File: src/hw/rtl/ltc_pkg.sv
`timescale 1ns / 1ps

package ltc_pkg;

    localparam int ENTRIES = 16;
    localparam int IDX_W   = (ENTRIES > 1) ? $clog2(ENTRIES) : 1;
    localparam int KEY_W   = 48;
    localparam int STAMP_W = 64;
    localparam int SLOT_W  = 4;
    localparam int TYPE_W  = 2;

    localparam int S_DATA_W = 56;
    localparam int M_DATA_W = 56;

    typedef enum logic [TYPE_W-1:0] {
        REQ_LOOKUP = 2'd0,
        REQ_INVAL  = 2'd1,
        REQ_FLUSH  = 2'd2
    } req_t;

    typedef enum logic [1:0] {
        ST_IDLE,
        ST_SCAN,
        ST_DONE
    } fsm_state_t;

    typedef struct packed {
        logic             found;
        logic [IDX_W-1:0] hit_idx;
        logic             have_empty;
        logic [IDX_W-1:0] empty_idx;
        logic [IDX_W-1:0] min_idx;
    } scan_res_t;

endpackage

File: src/hw/rtl/ltc_scan.sv
`timescale 1ns / 1ps

module ltc_scan (
    input  logic                       aclk,
    input  logic                       aresetn,
    input  logic                       start,
    input  logic                       step,
    input  logic [ltc_pkg::IDX_W-1:0]  idx,
    input  logic                       ent_valid,
    input  logic [ltc_pkg::KEY_W-1:0]  ent_key,
    input  logic [ltc_pkg::STAMP_W-1:0] ent_stamp,
    input  logic [ltc_pkg::KEY_W-1:0]  req_key,
    output ltc_pkg::scan_res_t         res
);
    import ltc_pkg::*;

    scan_res_t          res_reg;
    scan_res_t          res_next;
    logic [STAMP_W-1:0] min_reg;
    logic [STAMP_W-1:0] min_next;
    logic               match;
    logic               older;

    // one key compare and one stamp compare per entry
    assign match = ent_valid && (ent_key == req_key);
    assign older = (idx == '0) || (ent_stamp < min_reg);

    always_comb begin
        res_next = res_reg;
        min_next = min_reg;
        if (start) begin
            res_next.found      = 1'b0;
            res_next.have_empty = 1'b0;
        end else if (step) begin
            if (match && !res_reg.found) begin
                res_next.found   = 1'b1;
                res_next.hit_idx = idx;
            end
            if (!ent_valid && !res_reg.have_empty) begin
                res_next.have_empty = 1'b1;
                res_next.empty_idx  = idx;
            end
            if (older) begin
                min_next         = ent_stamp;
                res_next.min_idx = idx;
            end
        end
    end

    always_ff @(posedge aclk) begin
        if (!aresetn) begin
            res_reg <= '0;
            min_reg <= '0;
        end else begin
            res_reg <= res_next;
            min_reg <= min_next;
        end
    end

    assign res = res_reg;

endmodule

File: src/hw/rtl/lru_tag_cache.sv
`timescale 1ns / 1ps

// channel   dir  tdata (low bit up)                              tuser
// s_        in   key[47:0], fill_ok[48], zero pad [55:49]         req_type[1:0]
// m_        out  hit[0], present[1], slot[5:2], victim_valid[6],  -
//                victim_key[54:7], zero pad [55]
//
// a lookup or invalidate walks all ENTRIES slots, one per cycle, through one
// key compare and one stamp compare
// flush and unused types skip the scan
// reset clears the valid bits and the use counter
// a held result beat stalls the final commit, and no new beat is taken meanwhile

module lru_tag_cache (
    input  logic                          aclk,
    input  logic                          aresetn,
    input  logic                          s_tvalid,
    output logic                          s_tready,
    input  logic [ltc_pkg::S_DATA_W-1:0]  s_tdata,  // key, fill_ok
    input  logic [ltc_pkg::TYPE_W-1:0]    s_tuser,  // req_type
    output logic                          m_tvalid,
    input  logic                          m_tready,
    output logic [ltc_pkg::M_DATA_W-1:0]  m_tdata   // hit, present, slot, victim_valid, victim_key
);
    import ltc_pkg::*;

    fsm_state_t         state_reg, state_next;
    logic [IDX_W-1:0]   idx_reg, idx_next;
    logic [TYPE_W-1:0]  type_reg;
    logic [KEY_W-1:0]   key_reg;
    logic               fill_reg;
    logic [STAMP_W-1:0] cnt_reg;

    logic               valid_reg [ENTRIES];
    logic [KEY_W-1:0]   key_mem   [ENTRIES];
    logic [STAMP_W-1:0] stamp_mem [ENTRIES];

    logic                m_tvalid_reg, m_tvalid_next;
    logic [M_DATA_W-1:0] m_tdata_reg, m_tdata_next;

    scan_res_t        res;
    logic             accept;
    logic             out_free;
    logic             commit;
    logic [IDX_W-1:0] target;

    logic             wr_key_en;
    logic             wr_stamp_en;
    logic             wr_valid_en;
    logic             wr_valid_val;
    logic             flush_all;
    logic [IDX_W-1:0] wr_idx;

    logic               r_hit;
    logic               r_present;
    logic [SLOT_W-1:0]  r_slot;
    logic               r_vvalid;
    logic [KEY_W-1:0]   r_vkey;

    assign s_tready = (state_reg == ST_IDLE);
    assign accept   = s_tvalid && s_tready;
    assign out_free = !m_tvalid_reg || m_tready;
    assign commit   = (state_reg == ST_DONE) && out_free;
    assign target   = res.have_empty ? res.empty_idx : res.min_idx;

    ltc_scan u_scan (
        .aclk      (aclk),
        .aresetn   (aresetn),
        .start     (accept),
        .step      (state_reg == ST_SCAN),
        .idx       (idx_reg),
        .ent_valid (valid_reg[idx_reg]),
        .ent_key   (key_mem[idx_reg]),
        .ent_stamp (stamp_mem[idx_reg]),
        .req_key   (key_reg),
        .res       (res)
    );

    always_comb begin
        state_next    = state_reg;
        idx_next      = idx_reg;
        m_tvalid_next = m_tvalid_reg;
        m_tdata_next  = m_tdata_reg;
        wr_key_en     = 1'b0;
        wr_stamp_en   = 1'b0;
        wr_valid_en   = 1'b0;
        wr_valid_val  = 1'b0;
        flush_all     = 1'b0;
        wr_idx        = res.hit_idx;
        r_hit         = 1'b0;
        r_present     = 1'b0;
        r_slot        = '0;
        r_vvalid      = 1'b0;
        r_vkey        = '0;

        if (m_tvalid_reg && m_tready) begin
            m_tvalid_next = 1'b0;
        end

        case (type_reg)
            REQ_LOOKUP: begin
                if (res.found) begin
                    r_hit       = 1'b1;
                    r_present   = 1'b1;
                    r_slot      = SLOT_W'(res.hit_idx);
                    wr_stamp_en = 1'b1;
                end else begin
                    wr_idx       = target;
                    r_slot       = SLOT_W'(target);
                    r_present    = fill_reg;
                    r_vvalid     = !res.have_empty;
                    r_vkey       = res.have_empty ? '0 : key_mem[target];
                    wr_valid_en  = 1'b1;
                    wr_valid_val = fill_reg;
                    wr_key_en    = fill_reg;
                    wr_stamp_en  = fill_reg;
                end
            end
            REQ_INVAL: begin
                if (res.found) begin
                    r_present    = 1'b1;
                    r_slot       = SLOT_W'(res.hit_idx);
                    wr_valid_en  = 1'b1;
                    wr_valid_val = 1'b0;
                end
            end
            REQ_FLUSH: begin
                flush_all = 1'b1;
            end
            default: begin
            end
        endcase

        case (state_reg)
            ST_IDLE: begin
                if (accept) begin
                    idx_next = '0;
                    if (s_tuser == REQ_LOOKUP || s_tuser == REQ_INVAL) begin
                        state_next = ST_SCAN;
                    end else begin
                        state_next = ST_DONE;
                    end
                end
            end
            ST_SCAN: begin
                if (idx_reg == IDX_W'(ENTRIES - 1)) begin
                    state_next = ST_DONE;
                end else begin
                    idx_next = idx_reg + 1'b1;
                end
            end
            ST_DONE: begin
                if (out_free) begin
                    state_next    = ST_IDLE;
                    m_tvalid_next = 1'b1;
                    m_tdata_next  = M_DATA_W'({r_vkey, r_vvalid, r_slot, r_present, r_hit});
                end
            end
            default: begin
                state_next = ST_IDLE;
            end
        endcase

        if (!commit) begin
            wr_key_en   = 1'b0;
            wr_stamp_en = 1'b0;
            wr_valid_en = 1'b0;
            flush_all   = 1'b0;
        end
    end

    always_ff @(posedge aclk) begin
        if (!aresetn) begin
            state_reg    <= ST_IDLE;
            m_tvalid_reg <= 1'b0;
            cnt_reg      <= '0;
            for (int i = 0; i < ENTRIES; i++) begin
                valid_reg[i] <= 1'b0;
            end
        end else begin
            state_reg    <= state_next;
            m_tvalid_reg <= m_tvalid_next;
            if (accept && s_tuser == REQ_LOOKUP) begin
                cnt_reg <= cnt_reg + 1'b1;
            end
            if (flush_all) begin
                for (int i = 0; i < ENTRIES; i++) begin
                    valid_reg[i] <= 1'b0;
                end
            end else if (wr_valid_en) begin
                valid_reg[wr_idx] <= wr_valid_val;
            end
        end
    end

    always_ff @(posedge aclk) begin
        idx_reg     <= idx_next;
        m_tdata_reg <= m_tdata_next;
        if (accept) begin
            type_reg <= s_tuser;
            key_reg  <= s_tdata[KEY_W-1:0];
            fill_reg <= s_tdata[KEY_W];
        end
        if (wr_key_en) begin
            key_mem[wr_idx] <= key_reg;
        end
        if (wr_stamp_en) begin
            stamp_mem[wr_idx] <= cnt_reg;
        end
    end

    assign m_tvalid = m_tvalid_reg;
    assign m_tdata  = m_tdata_reg;

endmodule
File: config.mk
export PLATFORM = sky130hd
export DESIGN_NAME = lru_tag_cache
export DESIGN_NICKNAME = d
export VERILOG_FILES = /design/src/hw/rtl/ltc_pkg.sv /design/src/hw/rtl/ltc_scan.sv /design/src/hw/rtl/lru_tag_cache.sv
export SDC_FILE = /design/constraint.sdc
export NUM_CORES = 2
export LEC_CHECK = 0
export BUFFER_PORTS_ARGS = -buffer_cell sky130_fd_sc_hd__buf_2
export CORE_MARGIN = 4
export CORE_UTILIZATION = 50
export DETAILED_ROUTE_END_ITERATION = 16
export PLACE_DENSITY = 0.72
export SYNTH_ARGS = -nofsm -noshare
export SYNTH_HDL_FRONTEND = slang
export SYNTH_HIERARCHICAL = 1
export SYNTH_SLANG_ARGS = --single-unit
File: constraint.sdc
create_clock -name aclk -period 10.3 [get_ports aclk]
set_clock_uncertainty 0.2 [all_clocks]
set_input_delay 1.03 -clock aclk [delete_from_list [all_inputs] [get_ports aclk]]
set_output_delay 1.03 -clock aclk [all_outputs]
set_load 0.005 [all_outputs]
==> Word-level counts from Yosys, hierarchy flattened <==
Memories as Yosys holds them, arrays and structs flattened. A register that Yosys moved wholly into a read port is not among the register bits.
Cells that the tools add are included.
{ "word_totals": {"ff_bits": 207, "latch_bits": 0, "mem_bits_rw": 1808, "mem_bits_ro": 0, "in_bits": 62, "out_inout_bits": 58, "memories": 3} }
{ "memory_table": {"columns": ["name", "words", "width", "rd", "rd_clocked_by_memory_dff", "wr", "line_no", "source"], "rows": [
  ["stamp_mem", 16, 64, 1, 1, 1, "lru_tag_cache.sv:36", "logic [STAMP_W-1:0] stamp_mem [ENTRIES];"],
  ["key_mem", 16, 48, 2, 2, 1, "lru_tag_cache.sv:35", "logic [KEY_W-1:0] key_mem [ENTRIES];"],
  ["valid_reg", 16, 1, 1, 1, 16, "lru_tag_cache.sv:34", "logic valid_reg [ENTRIES];"]
]} }
{ "classes": {"add_sub_neg": 2, "multipliers": 0, "div": 0, "n_lt_le_gt_ge": 1, "eq_ne": 11, "n_shift": 0, "n_mux": 63, "n_bitwise": 19, "n_reduce_logical": 31} }
{ "op_table": {"columns": ["operator", "count"], "rows": [
  ["adder 64 x 1 -> 64 bit, second input constant", 1],
  ["less-than comparator 64 bit", 1],
  ["== test 48 bit", 1],
  ["two-way mux 1 bit", 44],
  ["two-way mux 4 bit", 10],
  ["bitwise OR 1 bit", 16],
  ["one-hot mux 4 bit (2 select lines)", 2],
  ["AND reduction 3 bit", 5],
  ["two-way mux 2 bit", 4],
  ["logical AND 1 bit", 7],
  ["== test 2 x 1 -> 1 bit, second input constant", 3],
  ["logical NOT 2 bit", 3],
  ["!= test 2 bit, second input constant", 3],
  ["one-hot mux 2 bit (3 select lines)", 1],
  ["AND reduction 2 bit", 3],
  ["adder 4 x 1 -> 4 bit, second input constant", 1],
  ["== test 2 bit, second input constant", 2],
  ["== test 4 bit, second input constant", 1],
  ["logical NOT 1 bit", 4],
  ["logical NOT 4 bit", 1],
  ["one-hot mux 1 bit (2 select lines)", 2],
  ["OR reduction 2 bit", 2],
  ["logical OR 1 bit", 3],
  ["NOT 1 bit", 3],
  ["4 further kinds", 4]
]} }

==> Longest topological paths before layout <==
{ "depth": {"word_depth": 10, "mapped_depth": 15} }

==> By module <==
The synthesis kept the hierarchy.
{ "by_module_without_submodules": {"columns": ["module", "instances", "cells_per_inst", "area_each_um2"], "rows": [
  ["lru_tag_cache", 1, 4621, 81225.4],
  ["ltc_scan", 1, 873, 6412.4]
]} }

==> Worst setup path after synthesis <==
No wires, ideal clock.
{ "synth_path": {"kind": "input to register", "start": "in m_tready", "end": "mem stamp_mem[14][0], enable pin", "arrival_time_ps": 4544, "required_time_ps": 9613, "path_slack_ps": 5070, "stages": 5, "n_path_buf": 0, "path_cell_list": "nand2b_1 > nand2b_1 > nor4_1 > nand2_1 > nor2_1"} }
{ "synth_between": {"elab_chain_cells": 5} }
{ "synth_rtl": {"columns": ["item", "line_no", "source"], "rows": [
  ["from (decl)", "lru_tag_cache.sv:22", "input logic m_tready,"],
  ["logical OR 1 bit", "lru_tag_cache.sv:62", "assign out_free = !m_tvalid_reg || m_tready;"],
  ["logical AND 1 bit", "lru_tag_cache.sv:63", "assign commit = (state_reg == ST_DONE) && out_free;"],
  ["two-way mux 1 bit", "lru_tag_cache.sv:164", "if (!commit) begin"],
  ["two-way mux 1 bit", "lru_tag_cache.sv:207", "if (wr_stamp_en) begin"],
  ["two-way mux 1 bit (implied by the code)", "lru_tag_cache.sv:208", "stamp_mem[wr_idx] <= cnt_reg;"],
  ["to (decl)", "lru_tag_cache.sv:36", null]
]} }
Every way passes these cells.

==> implementation parameters <==
Parameter                              Value

CTS
  Clock tree from TritonCTS ... done
  Clock transition at the registers of the reported paths ... 60 ps
  Clock sinks ... 2,067
  Count of hold buffers inserted by post-cts repair ... 0
  Max Root-Sink Buffers ... 3
  PostCTS Resize Cnt ... 0
  Clock buffers created by TritonCTS ... 199
  Insertion delay to the later sink of the worst-skew pair ... 840 ps
  H-tree level count ... 4
  Post-CTS Setup Inserts ... 0
  Root buffer cell ... clkbuf_16

STA
  Number of pins with negative max-slew slack in the final report ... 0
  Highest clock rate ... 0.159 GHz
  Crit path setup slack, layout ... 4000 ps
  Number of hold violations in the final report ... 0
  Final worst-path cycle share ... 61.2%
  TNS Setup ... 0 ps
  Final setup violation count ... 0
  RSZ-0062 raised after global routing ... false
  Relative max-transition margin ... 14.6%
  Worst hold margin ... 183 ps
  Post-route minimum period ... 6300 ps
  Slew of the pin with the lowest slew margin ... 1280 ps

Yosys
  Most used flip-flop cell after synthesis ... edfxtp_1
  Post-synth EDFFs ... 1,909
  Top cells by instance count after synthesis ... 1,909 x edfxtp_1, 907 x nand2_1, 565 x mux4_2
  Count of distinct cell types in the synthesized netlist ... 59
  Average cell area after synthesis ... 16.0 µm²
  Async set or reset register ratio after synthesis ... 0%
  Adder-cell area share of the yosys netlist ... 0.928%
  Net count of the mapped netlist ... 5,621
  Proportion of synthesized chip area in sequential cells ... 69.0%
  Flops & latches, synth ... 2,067
  Share of the synthesized area in compound gates (AO/OA/AOI/OAI) ... 2.86%
  Area share of the largest cell type after synthesis ... 65.4%
  Top area cells in the synthesized netlist ... edfxtp_1 65%, mux4_2 15%, nand2_1 3.9%
  Multiplexer area fraction after synthesis ... 14.8%
  Largest family of logic cells by synthesized area ... multiplexers
  Gate count of the mapped netlist ... 5,494
  Number of warnings issued by yosys ... 6
  Most used standard cell by instance count after synthesis ... edfxtp_1
  Cell type with the largest total area after synthesis ... edfxtp_1
  Xor/xnor share of the synthesized area ... 0.800%
  Post-synthesis instance area ... 87,600 µm²
  Simple-gate area share of the yosys netlist ... 9.67%

Status
  Outcome ... finished clean

Global route
  All-layer global routing usage ... 24.3%
  Total global routing overflow ... 0
  Vias in the first global route ... 51,100
  Antenna violations before repair ... 5
  Maximum number of pins on one net before global-route repair ... 176
  Global-route wire length before repair ... 330,000 µm

Placement
  Post-place instance area ... 91,000 µm²
  HPWL after detailed placement ... 114,000 µm
  Worst setup timing slack at the placement stage ... 4090 ps
  PortBufs ... 111
  Weighted congestion reported at the end of routability-driven placement ... 0.806

Routing
  Detailed Route WL ... 222,000 µm
  Residual DRC count ... 0
  Antenna Violating Nets Remaining ... 0
  Routed length per instance ... 27.5 µm
  First-iteration detailed-routing DRC count ... 6,046
  Post-detailed-route via-to-cell ratio ... 6.38
  Vias after detailed routing ... 51,400
  DRT Pass-1 Iters ... 6

Die
  Vertical die dimension ... 427 µm
  Chip width ... 427 µm
  Initial standard-cell utilization of the core ... 50.4%
  Core area ... 174,000 µm²
  Boundary pin count ... 120
  Die outline area ... 182,000 µm²
  Number of standard-cell rows in the floorplan ... 153

Setup path
  CP max stage delay ... 960 ps
  Required time of the worst setup path ... 10,740 ps
  Worst setup SP type ... flop
  CP bufs+invs ... 1
  Largest delay share family, worst path ... compound AO/OA/AOI/OAI gates
  Category of the most critical setup path ... reg2reg
  Kind of end point of the critical path ... flop
  Arrival time worst endpoint ... 6740 ps
  Critical Path Slowest Stage Cell ... and2_4
  Most frequent cell on the critical path ... mux4_2
  Worst-path fanout max ... 103
  Ordered cell list for the critical path ... buf_12 -> mux4_2 -> mux4_2 -> ha_1 -> a21oi_1 -> o21ai_0 -> a221oi_1 -> a21o_2 -> and2_4 -> o311ai_0

Pwr
  Worst vdd rail ir drop ... 175 µV
  P per Cell Area ... 192 nW/µm²
  Static leakage ... 32.4 nW

Finish
  Registers with the highest flip-flop counts ... stamp_mem: 1024 flops, key_mem: 768 flops
  Cell area after layout ... 97,600 µm²
  Fraction of final layout cells sized beyond drive strength 1 ... 20.3%
  Area grow syn2layout ... 11.3%
  Largest Register ... stamp_mem
  Number of flip-flops in the largest register ... 1,024
  Final layout net count ... 5,677

Run
  Count of maximum capacitance violations ... 0

Hold path
  Min-Delay Path Class ... in2reg
-- cells by family (layout without fill, tap and decap cells) --
group | count (synthesis) | count (layout)
AOI/OAI and AO/OA | 392 | 392
adders and majority gates | 65 | 65
xor gates and xnor gates | 80 | 80
other | 1 | 2
and+or+nand+nor | 1860 | 1860
DFF | 2067 | 2067
buffers and inverters | 443 | 674
muxes | 586 | 586
-- final timing paths --
| check | from | to | slack [ps] | depth (start not counted) |
|---|---|---|---|---|
| setup / recovery | flop | u_scan/min_reg[54] | 4000 | 10 |
| hold / removal | s_tdata[27] | key_reg[27] | 180 | 1 |
| setup reg to reg | flop | u_scan/min_reg[54] | 4000 | 10 |
| hold reg to reg | valid_reg[4] | valid_reg[4] | 300 | 2 |
-- layout by cell type (no fill, tap or decap), types with 16 or more instances in the layout --
cell,instances
xnor2_1,70
edfxtp_1,1909
a21oi_1,125
nor2_4,32
or3_1,25
nor2_1,129
nand2_1,907
o311ai_0,50
clkinv_1,37
nor3_1,20
nand4_1,141
o21ai_0,87
mux4_2,565
a31oi_1,48
inv_1,82
dfxtp_1,154
and3_1,78
nand3_1,435
clkbuf_1,34
buf_4,95
nor4_1,18
clkinv_2,43
buf_2,110
ha_1,65
clkbuf_16,205
nand2b_1,16
o31ai_1,17
-- per-layer routing --
metal / vias to the layer above / wire length, µm / global-route usage, %
met5: - / 0 / 0
met4: 0 / 9840 / 10.6
met3: 533 / 19000 / 3.67
met2: 2806 / 111000 / 40.7
met1: 26300 / 81900 / 32.0
li1: 21800 / - / -
-- power breakdown --
group	internal, mW	switching (mW)
sequential	9.18	0.123
combinational	0.836	1.30
clock	4.11	3.16
-- through the flow --
| stage | power (mW) | util [%] | instances |
|---|---|---|---|
| final | 18.7 | 56.1 | 8051 |
| after global routing | 19.3 | 56.1 | 8051 |
| after CTS | 18.8 | 56.1 | 8050 |
| after detailed placement | 11.6 | 52.3 | 7674 |
| after global placement | 11.6 | 52.3 | 7674 |
| after floorplan | 10.9 | - | 5494 |
-- layout make-up --
class                      instances  area [µm²]
timing repair buffer             214        1440
inverter                          84         317
clock inverter                   128        1170
fill                           13200       76500
tap                             2325        2910
multi-input combinational       2984       25800
clock buffer                     248        5380
antenna                            1        2.50
sequential                      2067       60500
Power figures use the tool's default switching activity.
